[config.mk]
export PLATFORM = sky130hd
export DESIGN_NAME = apu_front
export DESIGN_NICKNAME = d
export VERILOG_FILES = /design/src/sv/apu_pkg.sv /design/src/sv/apu_front.sv
export SDC_FILE = /design/constraint.sdc
export NUM_CORES = 1
export LEC_CHECK = 0
export ABC_AREA = 1
export BUFFER_PORTS_ARGS = -buffer_cell sky130_fd_sc_hd__buf_2
export CAP_MARGIN = 15
export CORE_MARGIN = 2
export CORE_UTILIZATION = 25
export DETAILED_ROUTE_END_ITERATION = 12
export PLACE_DENSITY = 0.81
export SYNTH_ARGS = -nofsm -noshare
export SYNTH_HDL_FRONTEND = slang
export SYNTH_SLANG_ARGS = --single-unit
[constraint.sdc]
create_clock -name vclk -period 1.75
set_input_delay 0.0875 -clock vclk [all_inputs]
set_output_delay 0.0875 -clock vclk [all_outputs]
set_load 0.02 [all_outputs]
[src/sv/apu_pkg.sv]
`default_nettype none

package apu_pkg;

    // Longest permutation the count table covers
    localparam int MAX_LEN = 20;

    // Fixed field widths
    localparam int LEN_W  = 5;
    localparam int RANK_W = 64;
    localparam int VAL_W  = 5;
    localparam int CNT_W  = 64;

    // Counters that walk values and positions 1..MAX_LEN+1
    localparam int CTR_W = $clog2(MAX_LEN + 2);
    // Bit index into the used-value mask
    localparam int IDX_W = $clog2(MAX_LEN);

    // Count table: one row of MAX_LEN entries for each length
    localparam int TBL_DEPTH = MAX_LEN * MAX_LEN;
    localparam int TBL_AW    = $clog2(TBL_DEPTH);

    // Stream widths, padded to whole bytes
    localparam int S_TDATA_W = ((LEN_W + RANK_W + 7) / 8) * 8;
    localparam int M_TDATA_W = ((VAL_W + 7) / 8) * 8;

    // Command queue between front and back
    localparam int QUEUE_DEPTH = 2;
    localparam int QPTR_W      = $clog2(QUEUE_DEPTH);
    localparam int QCNT_W      = $clog2(QUEUE_DEPTH + 1);

    typedef enum logic [1:0] {
        CMD_BAD,
        CMD_SINGLE,
        CMD_FULL
    } cmd_kind_t;

    typedef struct packed {
        cmd_kind_t           kind;
        logic [LEN_W-1:0]    len;
        logic [RANK_W-1:0]   rank;
    } cmd_t;

    // Front to queue
    typedef struct packed {
        logic push;
        cmd_t cmd;
    } q_push_t;

    // Queue to back
    typedef struct packed {
        logic valid;
        cmd_t cmd;
    } q_head_t;

    typedef enum logic [2:0] {
        ST_FILL_WR,
        ST_FILL_ACC,
        ST_IDLE,
        ST_FIRST_RD,
        ST_FIRST_CHK,
        ST_SCAN,
        ST_WAIT
    } state_t;

    // Table address of (length, start rank), both one-based
    function automatic logic [TBL_AW-1:0] tbl_addr(input logic [CTR_W-1:0] len,
                                                  input logic [CTR_W-1:0] pos);
        logic [TBL_AW-1:0] row;
        logic [TBL_AW-1:0] col;
        row = TBL_AW'(len - CTR_W'(1));
        col = TBL_AW'(pos - CTR_W'(1));
        return row * TBL_AW'(MAX_LEN) + col;
    endfunction

endpackage

`default_nettype wire

[src/sv/apu_front.sv]
`default_nettype none

module apu_front (
    input  wire logic                            s_tvalid,
    output logic                                 s_tready,
    input  wire logic [apu_pkg::S_TDATA_W-1:0]   s_tdata,
    input  wire logic                            table_ready,
    input  wire logic                            q_full,
    output apu_pkg::q_push_t                     wr
);

    localparam int NW = apu_pkg::LEN_W;
    localparam int RW = apu_pkg::RANK_W;

    logic [NW-1:0] len;
    logic [RW-1:0] rank;

    // Unpack the beat
    assign len  = s_tdata[NW-1:0];
    assign rank = s_tdata[NW+RW-1:NW];

    // Take beats once the table is built and the queue has room
    assign s_tready = table_ready && !q_full;

    // Sort the query into bad, single-value or full unrank
    always_comb
    begin
        wr.push     = s_tvalid && s_tready;
        wr.cmd.len  = len;
        wr.cmd.rank = rank;
        if (len == NW'(0) || len > NW'(apu_pkg::MAX_LEN) || rank == RW'(0))
        begin
            wr.cmd.kind = apu_pkg::CMD_BAD;
        end
        else if (len == NW'(1))
        begin
            wr.cmd.kind = (rank == RW'(1)) ? apu_pkg::CMD_SINGLE : apu_pkg::CMD_BAD;
        end
        else
        begin
            wr.cmd.kind = apu_pkg::CMD_FULL;
        end
    end

endmodule

`default_nettype wire

# After elaboration in Yosys (flattened, before gate mapping)
# Index checks and enable logic that the tools add are counted.
# Widths: inputs -> output; s select.
dict set report word_totals {
  elab_cells 13
  input_bits 75
  out_inout_bits 73
  register_bits 0
}
dict set report op_classes {
  muxes 3
  reduce_logical 7
  eq_ne 2
  magnitude_cmp 1
}
# cell n
set ops {}
lappend ops {{$eq 64x1->1 const B} 1}
lappend ops {{$logic_not 64->1} 1}
lappend ops {{$eq 5x1->1 const B} 1}
lappend ops {{$gt 5x5->1 const B} 1}
lappend ops {{$logic_not 5->1} 1}
lappend ops {{$mux 2} 2}
lappend ops {{$logic_and 1x1->1} 2}
lappend ops {{$logic_or 1x1->1} 2}
lappend ops {{$logic_not 1->1} 1}
lappend ops {{$mux 1} 1}

# Logic depth before layout (Yosys ltp)
# Gate-level depths: netlist of run 1.
dict set report depth {
  depth_word 4
  ltp_mapped 8
  ltp_nobuf 8
}

# Worst setup path before layout of run 1
# OpenSTA, ideal clock, no wires.
dict set report synth_timing {
  kind {in2out}
  start {input s_tdata[68] (netlist name)}
  end {output wr[69] (netlist name)}
  path_buffers 0
  stages 6
  t_required_ns 1.662
  slack_ns 0.855
  t_arrival_ns 0.808
  cell_sequence {nor2_1 > nand2_1 > nor2_1 > nand2_1 > nor2_1 > nor3b_2}
}
# element line
set synth_lines {}
lappend synth_lines {{from (decl)} apu_front.sv:6} ;# input wire logic [apu_pkg::S_TDATA_W-1:0] s_tdata,
lappend synth_lines {{to (decl)} apu_front.sv:9} ;# output apu_pkg::q_push_t wr

==> results of run 1 <==
[final cells by class]
cell class	count	area (sq um)	area share, %
multi-input combinational	79	325.3	28.95
tap	46	57.56	5.122
inverter	4	15.01	1.336
timing repair buffer	145	725.7	64.59
[through the flow]
stage	instance area, sq um	utilization, %	hold slack, ps
6_report	1124	33.94	406.5
5_1_grt	1124	33.94	410.9
4_1_cts	1124	33.94	406.0
3_5_place_dp	1124	33.94	406.0
3_3_place_gp	1124	33.94	406.1
2_1_floorplan	858.3	-	254.8
[worst max-delay path: cells and delay by family]
family / cells / cell delay [ps]
AND/OR/NAND/NOR: 6 / 620
buffers and inverters: 2 / 290
[cells by family (layout without fill, tap and decap cells)]
family          Yosys count  count (layout)
simple gates             77              77
buf+inv                  73             149
compound gates            2               2
[worst min path at each step]
stage / startpoint / slack [ps] / cells after the start / endpoint
floorplan: q_full / 250 / 1 / s_tready
global placement: s_tdata[46] / 410 / 2 / wr[41]
detailed placement: s_tdata[62] / 410 / 2 / wr[57]
CTS: s_tdata[62] / 410 / 2 / wr[57]
global route: s_tdata[62] / 410 / 2 / wr[57]
finish: s_tdata[31] / 410 / 2 / wr[26]
[layer usage]
layer  routed length, um  GRT usage [%]
met1                 726          9.348
met5                   0              0
met2                1115          22.72
met4                   0              0
met3                 282          1.261
[cells in the final DEF, fill, tap and decap left out]
master	instances
buf_2	145
nor2_1	46
nand2_1	23
nor2_2	2
nand3_1	2
inv_1	2
o21ai_1	2
nand3b_1	1
inv_2	1
nor3b_2	1
nor3b_1	1
or2_1	1
clkinv_1	1
[report_power, final]
part           leakage (nW)  internal (W)  switching (W)  total (W)
combinational         0.696      0.000132       0.000197   0.000329
sequential                0             0              0          0
clock                     0             0              0          0
==> summary.txt, run 1 <==
Status
  • Outcome: completed

Logic synthesis
  • Complex-gate fraction of the synthesized area: between 1 and 1.5%
  • Sequential area share after synthesis: 0%
  • Dominant combinational cell family by area after synthesis: buffers and inverters
  • Total nets after synthesis: between 200 and 250
  • Cells after Synth: 152
  • Synth top area cells: buf_4 60%, nor2_1 20%, nand2_1 10%
  • Post-synthesis instance area: about 860 sq um
  • Library cell occupying the most area in the post-synthesis netlist: buf_4
  • Synthesized area per cell: between 5 and 6 sq um
  • Xor and xnor fraction of the mapped netlist area: 0%
  • Post-Synth Adder-Cell Area: 0%
  • Most instantiated library cell after synthesis: buf_4
  • Share of Yosys cell area claimed by the top area cell type: 60.35%
  • Number of different library cells in the post-synthesis netlist: 13
  • Fraction of synthesized area in multiplexers: 0%
  • Warning count from the yosys run: 0
  • Post-Synth Simple-Gate Area: between 30% and 40%
  • Synth cell count leaders: 69 x buf_4, 46 x nor2_1, 23 x nand2_1

Place
  • Number of buffers inserted by port buffering: between 100 and 150
  • Worst setup slack after placement: about 590 ps
  • Total half-perimeter wirelength after legalization and detailed placement: between 2 and 2.5 mm
  • Cell count after placement: 274
  • GPL Wtd Cong: approximately 0.77

STA
  • F_max: 0.9092 GHz
  • Unrepaired setup endpoints after global routing: no
  • Final min period: around 1100 ps
  • Setup tns final: 0 ps
  • Remaining max-slew budget at the tightest pin: 90.10%
  • Final worst setup slack: 650.1 ps
  • Slew @ Worst Pin: between 100 and 150 ps
  • Final Max Tran Viols: 0
  • Final setup violation count: 0
  • Final hold vios: 0
  • Share of the cycle needed by the critical path after routing: roughly 63%

Critical path
  • Worst Path Required: around 1700 ps
  • Critical path destination: wr[69]
  • Startpoint class of the critical path: primary input
  • Arrival time worst endpoint: 1010 ps
  • Cell repeated most along the worst path: nor2_1
  • First element of the critical path: s_tdata[66]
  • Max Fanout on Critical Path: 2
  • CP cell instances: buf_2, nor2_1, nand2_1, nor2_1, nand2_1, nor2_1, nor3b_2, buf_2
  • Setup crit end kind: output port
  • Crit path largest cell delay: around 190 ps
  • Cell with the largest stage delay on the worst path: buf_2
  • Critical path start-end classification: primary input to output port

Power and ir drop
  • Maximum VDD drop: between 0.1 and 0.15 mV
  • Leakage component of the power: slightly below 0.7 nW
  • PD cells: between 200 and 300 mW/mm^2
  • Final Total Pwr: roughly 0.00033 W

Drt
  • Iteration count of the initial detailed-routing pass: 2
  • Vias: between 1k and 1.5k
  • Initial DRC Count: 13
  • DRC Markers: 0
  • Remaining antenna violation count: 0
  • Per-cell via count in the routed design: 3.912
  • Post-Route WL: ~2.1 mm
  • Wirelength per Cell: 7.755 um

GRT
  • Total routing resource utilization after global routing: between 9 and 10%
  • Aggregate global routing overflow: 0
  • Via count of the first global-routing pass: about 920
  • Antenna violations before repair: 0
  • Maximum number of pins on one net before global-route repair: 4
  • Global-route wire length before repair: between 3 and 4 mm

Floorplanning
  • I/O pin cnt: 148
  • Core Rows: 21
  • Core region area: 0.003311 sq mm
  • Total Die Area: ~0.0039 sq mm
  • Initial standard-cell utilization of the core: approximately 26%
  • Horizontal extent of the die: around 63 um
  • Die outline height: approximately 63 um

Flow run
  • Number of max-cap violations: 0

Finish
  • Final instance count without filler cells: 274
  • Area of all sequential standard cells: 0 sq um
  • Share of cells above drive strength 1: between 60% and 70%
  • Final net count: around 310
  • Final-layout fill cell count: 377
  • Count of flip-flops and latches: 0
  • Growth of design area from synthesis to finish: 30.90%
  • Antenna diodes: 0
  • Layout clock buffer count: 0

CTS
  • Total setup buffers inserted after CTS: 0
  • Post-CTS resize count: 0
  • Count of hold-fix buffers inserted at cts: 0

Min path
  • Worst min path class: primary input to output port
Note: power is estimated with default switching activity, not from simulation.
==> run 2: changes to the inputs <==
PLACE_DENSITY = 0.84   (was 0.81)
clock period = 1 ns   (was 1.75 ns; I/O delays follow)
==> run 2 against run 1 <==
- the flow now finishes with violations (setup timing)
- combinational power up 110%
- total power up 110%
- worst hold slack worse by 89 ps
- wire length up 28%
- final cell count up 1.1%
- critical endpoint unchanged
- global-route usage up 0.19 points
- cell area up 22%
- die area unchanged
- sequential share of layout area unchanged
- critical path depth unchanged
==> summary.txt, run 2 (synthesis results as in run 1) <==
Min path
  • Worst min path class: primary input to output port
  • Worst-case hold path end point: wr[32]
  • Cells on Worst Hold Path: 2 (unchanged)
  • Startpoint of the lowest-slack hold path: s_tdata[37]

Status
  • Outcome: complete, but fails checks
  • Failing checks: setup timing

STA
  • Final min period: around 1000 ps
  • Final hold slack: 317.0 ps (-89.49 ps)
  • Final worst setup slack: -42.51 ps (-692.6 ps)
  • Final hold vios: 0 (unchanged)
  • Final setup violation count: 1 (+1)
  • Share of the cycle needed by the critical path after routing: 104.3%
  • Slew @ Worst Pin: 160.5 ps (+12.30 ps)
  • Remaining max-slew budget at the tightest pin: 89.29% (-0.81 points)
  • F_max: 0.9592 GHz
  • Unrepaired setup endpoints after global routing: yes
  • Final Max Tran Viols: 0 (unchanged)

CTS
  • Total setup buffers inserted after CTS: 0 (unchanged)
  • Count of hold-fix buffers inserted at cts: 0 (unchanged)

Power and ir drop
  • PD cells: 493.4 mW/mm^2 (+69%)
  • Maximum VDD drop: 0.2125 mV (+86%)
  • Leakage component of the power: 0.7788 nW (+12%)

GRT
  • Aggregate global routing overflow: 0 (unchanged)
  • Busiest metal layer after global routing: met2
  • Maximum number of pins on one net before global-route repair: 4 (unchanged)
  • Global-route met2 utilization: 21.64% (-1.1 points)
  • Met3 capacity usage during global routing: 1.441% (+0.18 points)
  • Total routing resource utilization after global routing: 10.07% (+0.19 points)
  • Global-route wire length before repair: 3.360 mm (-1.8%)
  • Antenna violations before repair: 0 (unchanged)
  • M1 GR Usage: 10.65% (+1.3 points)
  • Via count of the first global-routing pass: 856 (-7.2%)

Critical path
  • Startpoint class of the critical path: primary input
  • Cell with the largest stage delay on the worst path: nor3b_4
  • Kind of cell adding the most delay to the critical path: simple AND/OR/NAND/NOR gates
  • Setup crit end kind: output port
  • Max Fanout on Critical Path: 2 (unchanged)
  • CP cell instances: buf_6, nor2_1, nand2_1, nor2_1, nand2_1, nor2_4, nor3b_4, buf_6
  • Worst path bufs/invs: 2 (unchanged)
  • Critical path start-end classification: primary input to output port
  • Crit path largest cell delay: 210 ps (+20 ps)
  • Arrival time worst endpoint: 990 ps (-20 ps)
  • Worst Path Required: 950 ps (-710 ps)

Finish
  • Layout clock buffer count: 0 (unchanged)
  • Final instance count without filler cells: 277 (+1.1%)
  • Area of all sequential standard cells: 0 sq um (unchanged)
  • Share of cells above drive strength 1: 75.32% (+10 points)
  • Count of flip-flops and latches: 0 (unchanged)
  • Antenna diodes: 0 (unchanged)
  • Final net count: 308 (+0.98%)
  • Most common library cell in the layout ignoring fill and taps: buf_2
  • Growth of design area from synthesis to finish: 59.47%
  • Most frequent cells in the layout: 124 x buf_2, 26 x nor2_1, 21 x nand2_1, 21 x buf_6, 16 x nor2_2

Floorplanning
  • Initial standard-cell utilization of the core: 25.93% (unchanged)
  • Core region area: 0.003311 sq mm (unchanged)
  • Die outline height: 62.60 um (unchanged)
  • Horizontal extent of the die: 62.60 um (unchanged)
  • Total Die Area: 0.003918 sq mm (unchanged)
  • Core Rows: 21 (unchanged)
  • I/O pin cnt: 148 (unchanged)

Drt
  • Vias: 1114 (+3.9%)
  • Per-cell via count in the routed design: 4.022 (+2.8%)
  • Remaining antenna violation count: 0 (unchanged)
  • Wirelength per Cell: 9.798 um (+26%)
  • Post-Route WL: 2.714 mm (+28%)
  • Initial DRC Count: 6 (-7)
  • Iteration count of the initial detailed-routing pass: 3 (+1)
  • DRC Markers: 0 (unchanged)

Flow run
  • Number of max-cap violations: 0 (unchanged)

Place
  • GPL Wtd Cong: 0.7051 (-8.9%)
  • Cell count after placement: 277 (+1.1%)
  • Number of buffers inserted by port buffering: 145 (unchanged)
  • Total half-perimeter wirelength after legalization and detailed placement: 2.285 mm (+11%)
-- run 2: changes by cell type in the layout (fill, tap and decap cells not counted) --
| cell | before | now |
|---|---|---|
| nor3b_2 | 1 | 0 |
| nor2_2 | 2 | 16 |
| nor3b_4 | 0 | 1 |
| buf_2 | 145 | 124 |
| nor2_4 | 0 | 6 |
| nand2_2 | 0 | 2 |
| buf_4 | 0 | 3 |
| nor2_1 | 46 | 26 |
| buf_6 | 0 | 21 |
| nand2_1 | 23 | 21 |
-- run 2: where the power goes --
group / total, W / internal [W] / switching [W]
sequential: 0 / 0 / 0
combinational: 0.000675 / 0.000298 / 0.000377
clock: 0 / 0 / 0
total: 0.000675 / 0.000298 / 0.000377
-- run 2: metal layers --
layer | part of all wire, % | up-vias
met5 | 0 | -
met4 | 0.77 | 0
met3 | 12 | 2
met2 | 54 | 87
met1 | 33 | 472
li1 | - | 553
-- run 2: final cells by class --
class,count,area [sq um]
Fill cell,375,1942
Tap cell,46,57.56
Inverter,4,15.01
Timing Repair Buffer,148,879.6
Multi-Input combinational cell,79,416.7
-- run 2: worst max path at each step --
stage	start	endpoint	cells past startpoint
floorplan	s_tdata[68]	wr[69]	6
global placement	s_tdata[64]	wr[69]	8
detailed placement	s_tdata[64]	wr[69]	8
CTS	s_tdata[45]	wr[69]	8
global route	s_tdata[55]	wr[69]	8
finish	s_tdata[55]	wr[69]	8
-- run 2: through the flow --
stage | instance area [sq um] | util, % | total power, W | TNS, ps | setup WS [ps]
2_1_floorplan | 858.3 | - | 0.0004707 | 0 | 179.8
3_3_place_gp | 1146 | 34.62 | 0.0005873 | -268.6 | -190.4
3_5_place_dp | 1146 | 34.62 | 0.0005929 | -294.8 | -184.5
4_1_cts | 1164 | 35.15 | 0.0005988 | -140.8 | -100.6
5_1_grt | 1369 | 41.35 | 0.0007204 | -257.4 | -160.6
6_report | 1369 | 41.35 | 0.0006753 | -42.51 | -42.51
-- run 2: timing repair --
| action | CTS | global route |
|---|---|---|
| gates resized for setup | 4 | 48 |
| endpoints found under the setup margin | 2 | 2 |
| pin swaps | 6 | 33 |
