### src/sv/apu_pkg.sv
`default_nettype none

package apu_pkg;

    // Longest permutation the count table covers
    localparam int MAX_LEN = 20;

    // Fixed field widths
    localparam int LEN_W  = 5;
    localparam int RANK_W = 64;
    localparam int VAL_W  = 5;
    localparam int CNT_W  = 64;

    // Counters that walk values and positions 1..MAX_LEN+1
    localparam int CTR_W = $clog2(MAX_LEN + 2);
    // Bit index into the used-value mask
    localparam int IDX_W = $clog2(MAX_LEN);

    // Count table: one row of MAX_LEN entries for each length
    localparam int TBL_DEPTH = MAX_LEN * MAX_LEN;
    localparam int TBL_AW    = $clog2(TBL_DEPTH);

    // Stream widths, padded to whole bytes
    localparam int S_TDATA_W = ((LEN_W + RANK_W + 7) / 8) * 8;
    localparam int M_TDATA_W = ((VAL_W + 7) / 8) * 8;

    // Command queue between front and back
    localparam int QUEUE_DEPTH = 2;
    localparam int QPTR_W      = $clog2(QUEUE_DEPTH);
    localparam int QCNT_W      = $clog2(QUEUE_DEPTH + 1);

    typedef enum logic [1:0] {
        CMD_BAD,
        CMD_SINGLE,
        CMD_FULL
    } cmd_kind_t;

    typedef struct packed {
        cmd_kind_t           kind;
        logic [LEN_W-1:0]    len;
        logic [RANK_W-1:0]   rank;
    } cmd_t;

    // Front to queue
    typedef struct packed {
        logic push;
        cmd_t cmd;
    } q_push_t;

    // Queue to back
    typedef struct packed {
        logic valid;
        cmd_t cmd;
    } q_head_t;

    typedef enum logic [2:0] {
        ST_FILL_WR,
        ST_FILL_ACC,
        ST_IDLE,
        ST_FIRST_RD,
        ST_FIRST_CHK,
        ST_SCAN,
        ST_WAIT
    } state_t;

    // Table address of (length, start rank), both one-based
    function automatic logic [TBL_AW-1:0] tbl_addr(input logic [CTR_W-1:0] len,
                                                  input logic [CTR_W-1:0] pos);
        logic [TBL_AW-1:0] row;
        logic [TBL_AW-1:0] col;
        row = TBL_AW'(len - CTR_W'(1));
        col = TBL_AW'(pos - CTR_W'(1));
        return row * TBL_AW'(MAX_LEN) + col;
    endfunction

endpackage

`default_nettype wire

### src/sv/apu_queue.sv
`default_nettype none

module apu_queue (
    input  wire logic               clk,
    input  wire logic               rst_n,
    input  wire apu_pkg::q_push_t   wr,
    output logic                    full,
    input  wire logic               pop,
    output apu_pkg::q_head_t        head
);

    localparam int PW = apu_pkg::QPTR_W;
    localparam int QW = apu_pkg::QCNT_W;
    localparam int QD = apu_pkg::QUEUE_DEPTH;

    apu_pkg::cmd_t  slot_reg [QD];
    logic [PW-1:0]  wr_ptr_reg, wr_ptr_next;
    logic [PW-1:0]  rd_ptr_reg, rd_ptr_next;
    logic [QW-1:0]  count_reg, count_next;
    logic           push_ok;
    logic           pop_ok;

    assign full       = (count_reg == QW'(QD));
    assign head.valid = (count_reg != QW'(0));
    assign head.cmd   = slot_reg[rd_ptr_reg];

    assign push_ok = wr.push && !full;
    assign pop_ok  = pop && head.valid;

    // Advance pointers with wrap, track fill level
    always_comb
    begin
        wr_ptr_next = wr_ptr_reg;
        rd_ptr_next = rd_ptr_reg;
        count_next  = count_reg;
        if (push_ok)
        begin
            wr_ptr_next = (wr_ptr_reg == PW'(QD - 1)) ? PW'(0) : wr_ptr_reg + PW'(1);
        end
        if (pop_ok)
        begin
            rd_ptr_next = (rd_ptr_reg == PW'(QD - 1)) ? PW'(0) : rd_ptr_reg + PW'(1);
        end
        if (push_ok && !pop_ok)
        begin
            count_next = count_reg + QW'(1);
        end
        else if (pop_ok && !push_ok)
        begin
            count_next = count_reg - QW'(1);
        end
    end

    always_ff @(posedge clk or negedge rst_n)
    begin
        if (!rst_n)
        begin
            wr_ptr_reg <= '0;
            rd_ptr_reg <= '0;
            count_reg  <= '0;
        end
        else
        begin
            wr_ptr_reg <= wr_ptr_next;
            rd_ptr_reg <= rd_ptr_next;
            count_reg  <= count_next;
        end
    end

    // Store the pushed command
    always_ff @(posedge clk)
    begin
        if (push_ok)
        begin
            slot_reg[wr_ptr_reg] <= wr.cmd;
        end
    end

    a_count_bound: assert property (@(posedge clk) disable iff (!rst_n)
        count_reg <= QW'(QD))
        else $error("queue fill level above depth");

    a_pop_nonempty: assert property (@(posedge clk) disable iff (!rst_n)
        pop |-> head.valid)
        else $error("pop from empty queue");

endmodule

`default_nettype wire

### config.mk
export PLATFORM = sky130hd
export DESIGN_NAME = apu_queue
export DESIGN_NICKNAME = d
export VERILOG_FILES = /design/src/sv/apu_pkg.sv /design/src/sv/apu_queue.sv
export SDC_FILE = /design/constraint.sdc
export NUM_CORES = 1
export LEC_CHECK = 0
export BUFFER_PORTS_ARGS = -buffer_cell sky130_fd_sc_hd__buf_4
export CAP_MARGIN = 5
export CORE_ASPECT_RATIO = 0.9
export CORE_MARGIN = 3
export CORE_UTILIZATION = 50
export CTS_BUF_LIST = sky130_fd_sc_hd__clkbuf_2
export DETAILED_ROUTE_END_ITERATION = 8
export PLACE_DENSITY = 0.78
export SYNTH_ARGS = -nofsm -noshare
export SYNTH_HDL_FRONTEND = slang
export SYNTH_SLANG_ARGS = --single-unit
### constraint.sdc
create_clock -name clk -period 5.4 [get_ports clk]
set_input_delay 0 -clock clk [delete_from_list [all_inputs] [get_ports clk]]
set_output_delay 0 -clock clk [all_outputs]
set_load 0.01 [all_outputs]
Word level (Yosys, flattened, before mapping)
Memories as Yosys holds them, arrays and structs flattened.
Index checks and enable logic that the tools add are counted.
Word-level totals
  word-level logic and storage cells: 24
  register bits: 4
  memory bits (writable): 142
  output and inout port bits: 73
  memories: 1
  bits of input ports: 75
Memories
  slot_reg: words 2, bits a word 71, read ports 1, clocked after memory_dff 0, write ports 1, RTL line apu_queue.sv:16  | apu_pkg::cmd_t slot_reg [QD];
Operators by class
  reduce and logical (&&, ||, !) cells: 9
  add/sub/neg operators: 4
  muxes and demuxes: 6
  equal/unequal tests: 1
Operators with widths (number)
  $logic_and 1x1->1: 4
  $mux 1: 4
  $mux 2: 2
  $reduce_bool 2->1: 2
  $logic_not 1->1: 3
  $add 1x1->1 const B: 2
  $add 2x1->2 const B: 1
  $eq 2x2->1 const B: 1
  $sub 2x1->2 const B: 1

Logic depth before layout (Yosys ltp)
Gate-level depths: netlist of the first run.
  depth in word-level cells: 7
  gate-level depth with buffers: 7
  gate-level depth less buffers: 7

Worst setup path before layout of the first run
Ideal clock, no wire load.
  path kind: reg-to-reg
  start point: register count_reg[0]
  end point: memory slot_reg[0][0] in the netlist's numbering, enable pin
  slack: 1311 ps
  cell stages (with the launch flop): 4
  arrival time: 3588 ps
  library setup time: 500 ps
  required time: 4900 ps
  path buffers: 0
  cell sequence: dfrtp_1 > nand2b_1 > nand2_1 > nor2_1
Between the ends
  cells in the longest elaborated chain, start to end: 5
RTL lines
  start: declaration: RTL line apu_queue.sv:19  | logic [QW-1:0] count_reg, count_next;
  start signal: assignment: RTL line apu_queue.sv:66  | count_reg <= count_next;
  $eq 2x2->1: RTL line apu_queue.sv:23  | assign full = (count_reg == QW'(QD));
  $logic_not 1->1: RTL line apu_queue.sv:27  | assign push_ok = wr.push && !full;
  $logic_and 1x1->1: RTL line apu_queue.sv:27
  $mux 1: RTL line apu_queue.sv:73  | if (push_ok)
  $mux 1 (not written as such): RTL line apu_queue.sv:75  | slot_reg[wr_ptr_reg] <= wr.cmd;
  end: declaration: RTL line apu_queue.sv:16
No other way between the ends.

==> flow_summary.json, run 1 <==
{
  "status": "finished, final reports clean",
  "ys_ff_latch": 146,
  "vdd_drop_max_v": 0.000370,
  "fmax_mhz": 351,
  "clock-root-buffer": "clkbuf_2",
  "routabilityCongestion": 0.709,
  "layout-drive-gt1-share_pct": 45.7,
  "drv_cap": 0,
  "ctsHtreeMaxLevel": 4,
  "cts_sinks": 146,
  "synth_cell_type_count": 16,
  "holdCritPathClass": "primary input to register",
  "holdPathStages": 2,
  "final_nets": 617,
  "leakagePower_nw": 3.43,
  "synth.avg_cell_area_um2": 23.6,
  "utilization_pct": 77.5,
  "wl_per_cell_um": 17.4,
  "synth_top_area_share_pct": 75.1,
  "slew_violations": 0,
  "fp.dieW_um": 118,
  "place_ws_ns": 2.86,
  "critical_path_class": "register to output port",
  "stdcell_count": 703,
  "die-area_um2": 12700,
  "diodes": 0,
  "yosysMostFrequentCell": "edfxtp_1",
  "synth_area_um2": 5670,
  "grt_pass1_vias": 3455,
  "grt_overflow": 0,
  "seqCellArea_um2": 4370,
  "synth_edf_count": 142,
  "setup_ws_ns": 2.55,
  "ctsResizeCount": 0,
  "largest_reg_flops": 142,
  "worst_slew_pin_slew_ns": 1.04,
  "grt_start_max_net_pins": 72,
  "wirelength_mm": 12.3,
  "hold_viol": 0,
  "syn-num-nets": 316,
  "drt_pass1_iterations": 4,
  "async_reset_ff_share_pct": 2.74,
  "clk_pin_slew_worst_paths_ns": 0.20,
  "dp_cells": 533,
  "area_growth_pct": 49.6,
  "hpwl_mm": 6.23,
  "crit_path_end_kind": "output port",
  "ctsLongestPathBuffers": 2,
  "initial_utilization_pct": 51.8,
  "ys_seq_area_share_pct": 76.9,
  "ys.flop_type": "edfxtp_1",
  "clock_latency_ns": 0.65,
  "critPathLaunchType": "register",
  "drc": 0,
  "io_buffers": 147,
  "synth_area_leaders": "edfxtp_1 75%, mux2_4 18%, buf_12 2.5%",
  "synth_common_cells": "142 x edfxtp_1, 69 x mux2_4, 7 x buf_12, 4 x dfrtp_1, 3 x xnor2_1",
  "vias": 3278,
  "setup_tns_ns": 0,
  "place_area_um2": 6850,
  "chipHeight_um": 107,
  "max_slew_margin_pct": 30.2,
  "yosysTopAreaCell": "edfxtp_1",
  "period_minus_slack_ns": 2.85,
  "track_usage_pct": 18.8,
  "r2r_cells": 4,
  "antenna_left": 0,
  "fillers": 595,
  "powerDensity_nw_per_um2": 440,
  "cp.arrival_ns": 2.85,
  "antenna_found_initial": 0,
  "post-route-period-util_pct": 52.7,
  "fin_skew_ns": 0.0292,
  "post_drt_via_cell_ratio": 4.66,
  "grt_pass1_wl_mm": 17.9,
  "row_count": 36,
  "grt_setup_unrepaired": "false",
  "multi_input_area_um2": 1160,
  "synth_cells": 240,
  "setup_viol": 0,
  "cts_made_buffers": 17,
  "cts_tree": "built",
  "dr.first_iter.drc_count": 177,
  "crit_required_ns": 5.40,
  "cp_max_fo": 38,
  "core-area_um2": 10900,
  "io_pins": 148,
  "fin_area_um2": 8490,
  "yosys_warnings": 0
}
[cells in the final DEF (no fill, tap or decap), drive strengths merged]
master | netlist | routed
buf | 8 | 149
bufinv | 0 | 3
nand2 | 2 | 2
clkinvlp | 0 | 3
clkbuf | 0 | 17
inv | 2 | 2
mux2 | 71 | 71
nand2b | 1 | 1
dlygate4sd3 | 0 | 141
xor2 | 2 | 2
xnor2 | 3 | 3
nor2 | 2 | 2
or2 | 1 | 1
clkinv | 0 | 6
ha | 1 | 1
and3 | 1 | 1
dfrtp | 4 | 4
edfxtp | 142 | 142
[cell type report]
| cell class | instances | area share, % |
|---|---|---|
| sequential | 146 | 51.5 |
| timing repair buffer | 290 | 29.8 |
| multi-input combinational | 84 | 13.7 |
| tap | 152 | 2.24 |
| clock inverter | 12 | 1.70 |
| clock buffer | 17 | 1.00 |
| inverter | 2 | 0.0884 |
[what timing repair did]
item | CTS | global route
hold endpoints to repair | 184 | 57
endpoints found under the setup margin | 0 | 0
hold buffers | 109 | 32
buffers inserted | 0 | 0
[metal layers]
metal	GRT usage [%]	wire length, µm	vias up
li1	-	-	1543
met1	22.1	4880	1620
met2	32.8	6590	106
met3	6.17	685	9
met4	6.03	92	0
met5	0	0	-
[critical path, stage by stage, from the launching register on]
cell and delay, ns:
dfrtp_4 0.95, buf_4 0.67, mux2_4 0.37, buf_4 0.15
[kinds of logic after synthesis]
group,Yosys count,share of synthesized area (%)
XOR/XNOR,5,0.772
flip-flops,146,76.9
buffers and inverters,10,2.80
AND/OR/NAND/NOR,7,0.640
multiplexers,71,18.7
adder cells (fa/ha/maj),1,0.220
[worst paths after layout]
| kind | slack [ns] | start | to |
|---|---|---|---|
| worst max register to register | 2.83 | count_reg[0] | slot_reg[0][32] |
| worst max-delay path | 2.55 | rd_ptr_reg | head[47] |
| min in group asynchronous | 0.21 | rst_n | wr_ptr_reg |
| max in group asynchronous | 5.01 | rst_n | rd_ptr_reg |
| worst min-delay path | 0.09 | wr[41] | slot_reg[0][41] |
| worst min register to register | 0.51 | count_reg[1] | count_reg[1] |
[metrics by stage]
step	power, mW	hold slack (ns)
floorplan	2.61	-0.296
global placement	3.04	-0.201
detailed placement	3.06	-0.200
CTS	3.72	0.000510
global route	3.93	-0.0123
finish	3.73	0.0921
[report_power, final]
part | internal (mW) | switching, mW
clock | 0.245 | 0.363
sequential | 1.55 | 0.151
combinational | 0.824 | 0.598
(Power assumes the default switching activity.)
==> inputs of run 2 (changes only) <==
clock period = 2.9 ns   (was 5.4 ns; I/O delays follow)
==> run 2 against run 1 <==
  * Via count down 2.2%
  * Cell count down 2.0%
  * Register-to-register slack worse by 1.8 ns
  * Largest power group unchanged
==> flow_summary.json, run 2 (same netlist as run 1, synthesis figures left out) <==
{
  "status": "finished, final reports clean",
  "wirelength_mm": 11.7,
  "worst_slew_pin_slew_ns": 0.617,
  "drv_cap": 0,
  "initial_utilization_pct": 51.8,
  "dr.first_iter.drc_count": 165,
  "grt_start_max_net_pins": 45,
  "drt_pass1_iterations": 4,
  "die-area_um2": 12700,
  "io_buffers": 147,
  "holdCritPathClass": "primary input to register",
  "grt_pass1_vias": 3274,
  "grt_setup_unrepaired": "false",
  "diodes": 0,
  "io_pins": 148,
  "antenna_found_initial": 0,
  "cp_max_fo": 44,
  "grt_overflow": 0,
  "layout-drive-gt1-share_pct": 48.2,
  "row_count": 36,
  "final_nets": 600,
  "ctsHtreeMaxLevel": 4,
  "slew_violations": 0,
  "clock_latency_ns": 0.65,
  "post_drt_via_cell_ratio": 4.65,
  "fmax_mhz": 421,
  "ctsResizeCount": 0,
  "min-delay-start": "wr[46]",
  "hold_viol": 0,
  "cts_tree": "built",
  "max_slew_margin_pct": 58.8,
  "vias": 3205,
  "area_growth_pct": 48.1,
  "drc": 0,
  "critical_path_class": "register to output port",
  "dp_cells": 535,
  "wl_per_cell_um": 16.9,
  "hpwl_mm": 6.51,
  "vdd_drop_max_v": 0.000459,
  "place_area_um2": 6910,
  "cts_sinks": 146,
  "final_common_cell": "buf_4",
  "cp.arrival_ns": 2.37,
  "clk_pin_slew_worst_paths_ns": 0.24,
  "crit_required_ns": 2.90,
  "fp.dieW_um": 118,
  "timing.rr.start": "count_reg[0]",
  "fin_area_um2": 8400,
  "ctsLongestPathBuffers": 2,
  "powerDensity_nw_per_um2": 841,
  "chipHeight_um": 107,
  "cts_post_setup_buffers_inserted": 0,
  "routabilityCongestion": 0.711,
  "cts_made_buffers": 17,
  "grt_pass1_wl_mm": 16.9,
  "finalPower_mw": 7.07,
  "track_usage_pct": 17.6,
  "utilization_pct": 76.8,
  "largest_reg_flops": 142,
  "post-route-period-util_pct": 81.9,
  "ctsHoldBuffers": 86,
  "critPathLaunchType": "register",
  "setup_viol": 0,
  "core-area_um2": 10900,
  "fin_skew_ns": 0.0245,
  "cp-startpoint": "rd_ptr_reg",
  "leakagePower_nw": 3.39,
  "clock-root-buffer": "clkbuf_2",
  "setup_tns_ns": 0,
  "crit_path_end_kind": "output port",
  "final_cell_mix": "147 x buf_4, 142 x edfxtp_1, 122 x dlygate4sd3_1",
  "period_minus_slack_ns": 2.37,
  "stdcell_count": 689,
  "antenna_left": 0
}
run 2: cell types whose count changed in the layout (fill, tap and decap cells not counted):
cell,before,now
buf_12,0,4
buf_4,149,147
clkbuf_2,17,18
clkinv_1,2,0
clkinv_2,3,0
clkinv_4,1,2
clkinvlp_4,3,5
dlygate4sd3_1,141,122
inv_6,0,4
run 2: worst paths after layout:
path                                    to  slack [ns]  depth (start not counted)
setup / recovery                  head[45]        0.53                          3
hold / removal             slot_reg[0][46]        0.07                          2
setup reg to reg           slot_reg[0][63]        1.00                          4
hold reg to reg               count_reg[1]        0.56                          1
max in group asynchronous       rd_ptr_reg        2.37                          3
min in group asynchronous     count_reg[0]        0.28                          3
run 2: report_power, final:
| part | internal [mW] | switching [mW] | leakage (nW) |
|---|---|---|---|
| clock network | 0.495 | 0.737 | 0.144 |
| logic | 1.58 | 1.14 | 1.88 |
| registers | 2.88 | 0.243 | 1.36 |
| total | 4.95 | 2.12 | 3.39 |
run 2: layout make-up:
type | count | area [µm²]
sequential | 146 | 4370
fill | 605 | 2540
timing repair buffer | 273 | 2400
multi-input combinational | 84 | 1160
tap | 152 | 190
clock inverter | 14 | 180
clock buffer | 18 | 90.1
inverter | 2 | 7.51
run 2: worst max-delay path: stages (launching register included):
cell and delay, ns:
dfrtp_4 0.83, buf_12 0.39, mux2_4 0.35, buf_4 0.15
run 2: metal layers:
| layer | routed length, µm | GRT usage (%) | share of wire, % | vias to the layer above |
|---|---|---|---|---|
| li1 | - | - | - | 1514 |
| met3 | 683 | 5.64 | 5.9 | 8 |
| met2 | 6110 | 30.0 | 52 | 126 |
| met4 | 95 | 5.61 | 0.82 | 0 |
| met1 | 4770 | 21.5 | 41 | 1557 |
| met5 | 0 | 0 | 0 | - |
run 2: through the flow:
step                setup slack, ns  hold WS [ns]
detailed placement             1.06        -0.197
global route                  0.345       -0.0216
floorplan                  0.000516        -0.296
CTS                           0.441      0.000781
finish                        0.526        0.0662
global placement               1.12        -0.201
==> inputs of run 3 (changes only) <==
clock period = 2.5 ns   (was 2.9 ns; I/O delays follow)
==> run 3 against run 2 <==
  * The run now fails in clock tree synthesis
  * Synthesized area is the same
  * Synthesized cell count did not move
==> flow_summary.json, run 3 <==
{
  "async_reset_ff_share_pct": 2.74,
  "synth_cells": 240,
  "io_buffers": 147,
  "routabilityCongestion": 0.716,
  "status": "aborted with a tool error",
  "synth.avg_cell_area_um2": 23.6,
  "ys.flop_type": "edfxtp_1",
  "cts_made_buffers": 17,
  "synth_area_um2": 5670,
  "ys_seq_area_share_pct": 76.9,
  "clock-root-buffer": "clkbuf_2",
  "ctsLongestPathBuffers": 2,
  "fp.dieW_um": 118,
  "stop_stage": "clock tree synthesis",
  "yosysMostFrequentCell": "edfxtp_1",
  "cts_sinks": 146,
  "synth_area_leaders": "edfxtp_1 75%, mux2_4 18%, buf_12 2.5%",
  "yosysTopAreaCell": "edfxtp_1",
  "yosys_warnings": 0,
  "hpwl_mm": 6.68,
  "synth_cell_type_count": 16,
  "syn-num-nets": 316,
  "cts_post_setup_buffers_inserted": 0,
  "synth_common_cells": "142 x edfxtp_1, 69 x mux2_4, 7 x buf_12, 4 x dfrtp_1, 3 x xnor2_1",
  "synth_edf_count": 142,
  "ctsHtreeMaxLevel": 4,
  "ctsResizeCount": 0,
  "io_pins": 148,
  "synth_top_area_share_pct": 75.1,
  "ys_ff_latch": 146,
  "place_ws_ns": 0.867,
  "chipHeight_um": 107,
  "stop_error": "[ERROR RSZ-0060] Max buffer count reached.",
  "row_count": 36,
  "ctsHoldBuffers": 114,
  "initial_utilization_pct": 51.8
}
==> run 3: cell counts after synthesis <==
Identical to the previous run, type by type.
==> run 3: logic make-up after synthesis <==
logic type / share of synthesized area, %
muxes: 18.7
adders and majority gates: 0.220
xor gates and xnor gates: 0.772
and+or+nand+nor: 0.640
DFF: 76.9
buffers and inverters: 2.80
==> run 3: metrics by stage <==
stage	area, µm²	instances
floorplan	5680	240
global placement	6920	537
detailed placement	6920	537
==> inputs of run 4 (changes only) <==
CORE_ASPECT_RATIO = unset   (was 0.9)
CORE_UTILIZATION = 35   (was 50)
CTS_BUF_LIST = unset   (was sky130_fd_sc_hd__clkbuf_2)
PLACE_DENSITY = unset   (was 0.78)
PLACE_DENSITY_LB_ADDON = 0.15   (was unset)
==> run 4 against run 3 <==
  * The flow now finishes without violations
==> flow_summary.json, run 4 (same netlist as run 1, synthesis figures left out) <==
{
  "holdCritPathClass": "primary input to register",
  "critPathLaunchType": "register",
  "finalPower_mw": 9.39,
  "slowest_stage": "dfrtp_4",
  "fp.dieW_um": 133,
  "place_area_um2": 7020,
  "die-area_um2": 17800,
  "drt_pass1_iterations": 4,
  "r2r_cells": 4,
  "fin_area_um2": 8390,
  "clk_pin_slew_worst_paths_ns": 0.06,
  "cts_post_setup_buffers_inserted": 0,
  "antenna_found_initial": 0,
  "setup_viol": 0,
  "antenna_left": 0,
  "setup_tns_ns": 0,
  "power_frac_comb_pct": 33.3,
  "chipHeight_um": 133,
  "cts_tree": "built",
  "wl_per_cell_um": 15.7,
  "crit_path_end_kind": "output port",
  "post-route-period-util_pct": 82.0,
  "clock-root-buffer": "clkbuf_16",
  "highest_layer": "met4",
  "hpwl_mm": 6.94,
  "powerDensity_nw_per_um2": 1120,
  "routabilityCongestion": 0.689,
  "grt_pass1_wl_mm": 17.2,
  "slew_violations": 0,
  "drv_cap": 0,
  "cp.arrival_ns": 2.05,
  "area_growth_pct": 47.9,
  "drc": 0,
  "diodes": 0,
  "wl_met3_um": 721,
  "grt_pass1_vias": 3295,
  "fmax_mhz": 488,
  "final_nets": 556,
  "crit_cells": 3,
  "core-area_um2": 15500,
  "final_cell_mix": "149 x buf_4, 142 x edfxtp_1, 75 x dlygate4sd3_1",
  "row_count": 45,
  "largest_reg_flops": 142,
  "critical_path_class": "register to output port",
  "power.share.sequential_pct": 38.6,
  "grt_overflow": 0,
  "clkPwrFrac_pct": 28.1,
  "io_pins": 148,
  "fin_skew_ns": 0.00553,
  "cp_max_fo": 30,
  "worst_path_largest_cell_delay_ns": 0.80,
  "p_int_mw": 6.91,
  "vias": 3013,
  "crit_required_ns": 2.50,
  "path_buf_inv": 2,
  "cts_sinks": 146,
  "period_minus_slack_ns": 2.05,
  "initial_utilization_pct": 36.5,
  "p_switching_mw": 2.48,
  "io_buffers": 147,
  "post_drt_via_cell_ratio": 4.28,
  "ctsLongestPathBuffers": 2,
  "path_cells": "buf_12 -> mux2_4 -> buf_4",
  "wirelength_mm": 11.1,
  "wl_met1_mm": 4.90,
  "grt_start_max_net_pins": 38,
  "track_usage_pct": 12.8,
  "holdPathStages": 2,
  "max_slew_margin_pct": 60.2,
  "swShare_pct": 26.4,
  "clock_latency_ns": 0.41,
  "dr.first_iter.drc_count": 120,
  "cts_made_buffers": 17,
  "worst-r2r-setup-slack_ns": 0.87,
  "dr_wl_met2_mm": 5.17,
  "ctsHtreeMaxLevel": 4,
  "layout-drive-gt1-share_pct": 51.9,
  "cp_top_family": "flip-flops",
  "grt_setup_unrepaired": "false",
  "vdd_drop_max_v": 0.000686,
  "worst_slew_pin_slew_ns": 0.597,
  "final_common_cell": "buf_4",
  "hold_viol": 0,
  "leakagePower_nw": 3.37,
  "status": "finished, final reports clean"
}
## run 4: layout make-up
type                       count  area (µm²)
clock inverter                15         195
inverter                       2        7.51
multi-input combinational     84        1160
sequential                   146        4370
timing repair buffer         229        1970
fill                        1280        7150
tap                          211         264
clock buffer                  17         425
## run 4: power groups by stage
stage | Combinational [mW] | Clock, mW | Sequential, mW
2_1_floorplan | 2.10 | 0 | 3.52
3_3_place_gp | 3.09 | 0 | 3.66
3_5_place_dp | 3.10 | 0 | 3.69
4_1_cts | 3.20 | 2.72 | 3.64
5_1_grt | 3.35 | 2.81 | 3.69
6_report | 3.13 | 2.64 | 3.62
## run 4: worst paths after layout
| path | startpoint | endpoint |
|---|---|---|
| worst max-delay path | rd_ptr_reg | head[43] |
| worst min-delay path | wr[51] | slot_reg[0][51] |
| worst max register to register | count_reg[0] | slot_reg[0][1] |
| worst min register to register | count_reg[1] | count_reg[1] |
| max in group asynchronous | rst_n | rd_ptr_reg |
| min in group asynchronous | rst_n | count_reg[0] |
## run 4: routing by layer
layer	vias to the layer above	global-route usage (%)
li1	1425	-
met5	-	0
met1	1450	15.7
met2	119	20.2
met3	19	4.80
met4	0	6.17
## run 4: what timing repair did
action,in CTS,in global routing
endpoints found under the hold margin,148,0
gates resized for setup,0,0
hold buffers,75,0
endpoints found under the setup margin,0,0
## run 4: metrics by stage
stage               setup WS (ns)  cells  utilization, %  hold slack (ns)
CTS                         0.393    704            54.0            0.288
detailed placement          0.855    597            45.2           -0.198
global placement            0.865    597            45.2           -0.199
floorplan                   0.379    240               -           -0.296
finish                      0.451    704            54.0            0.305
global route                0.348    704            54.0            0.298
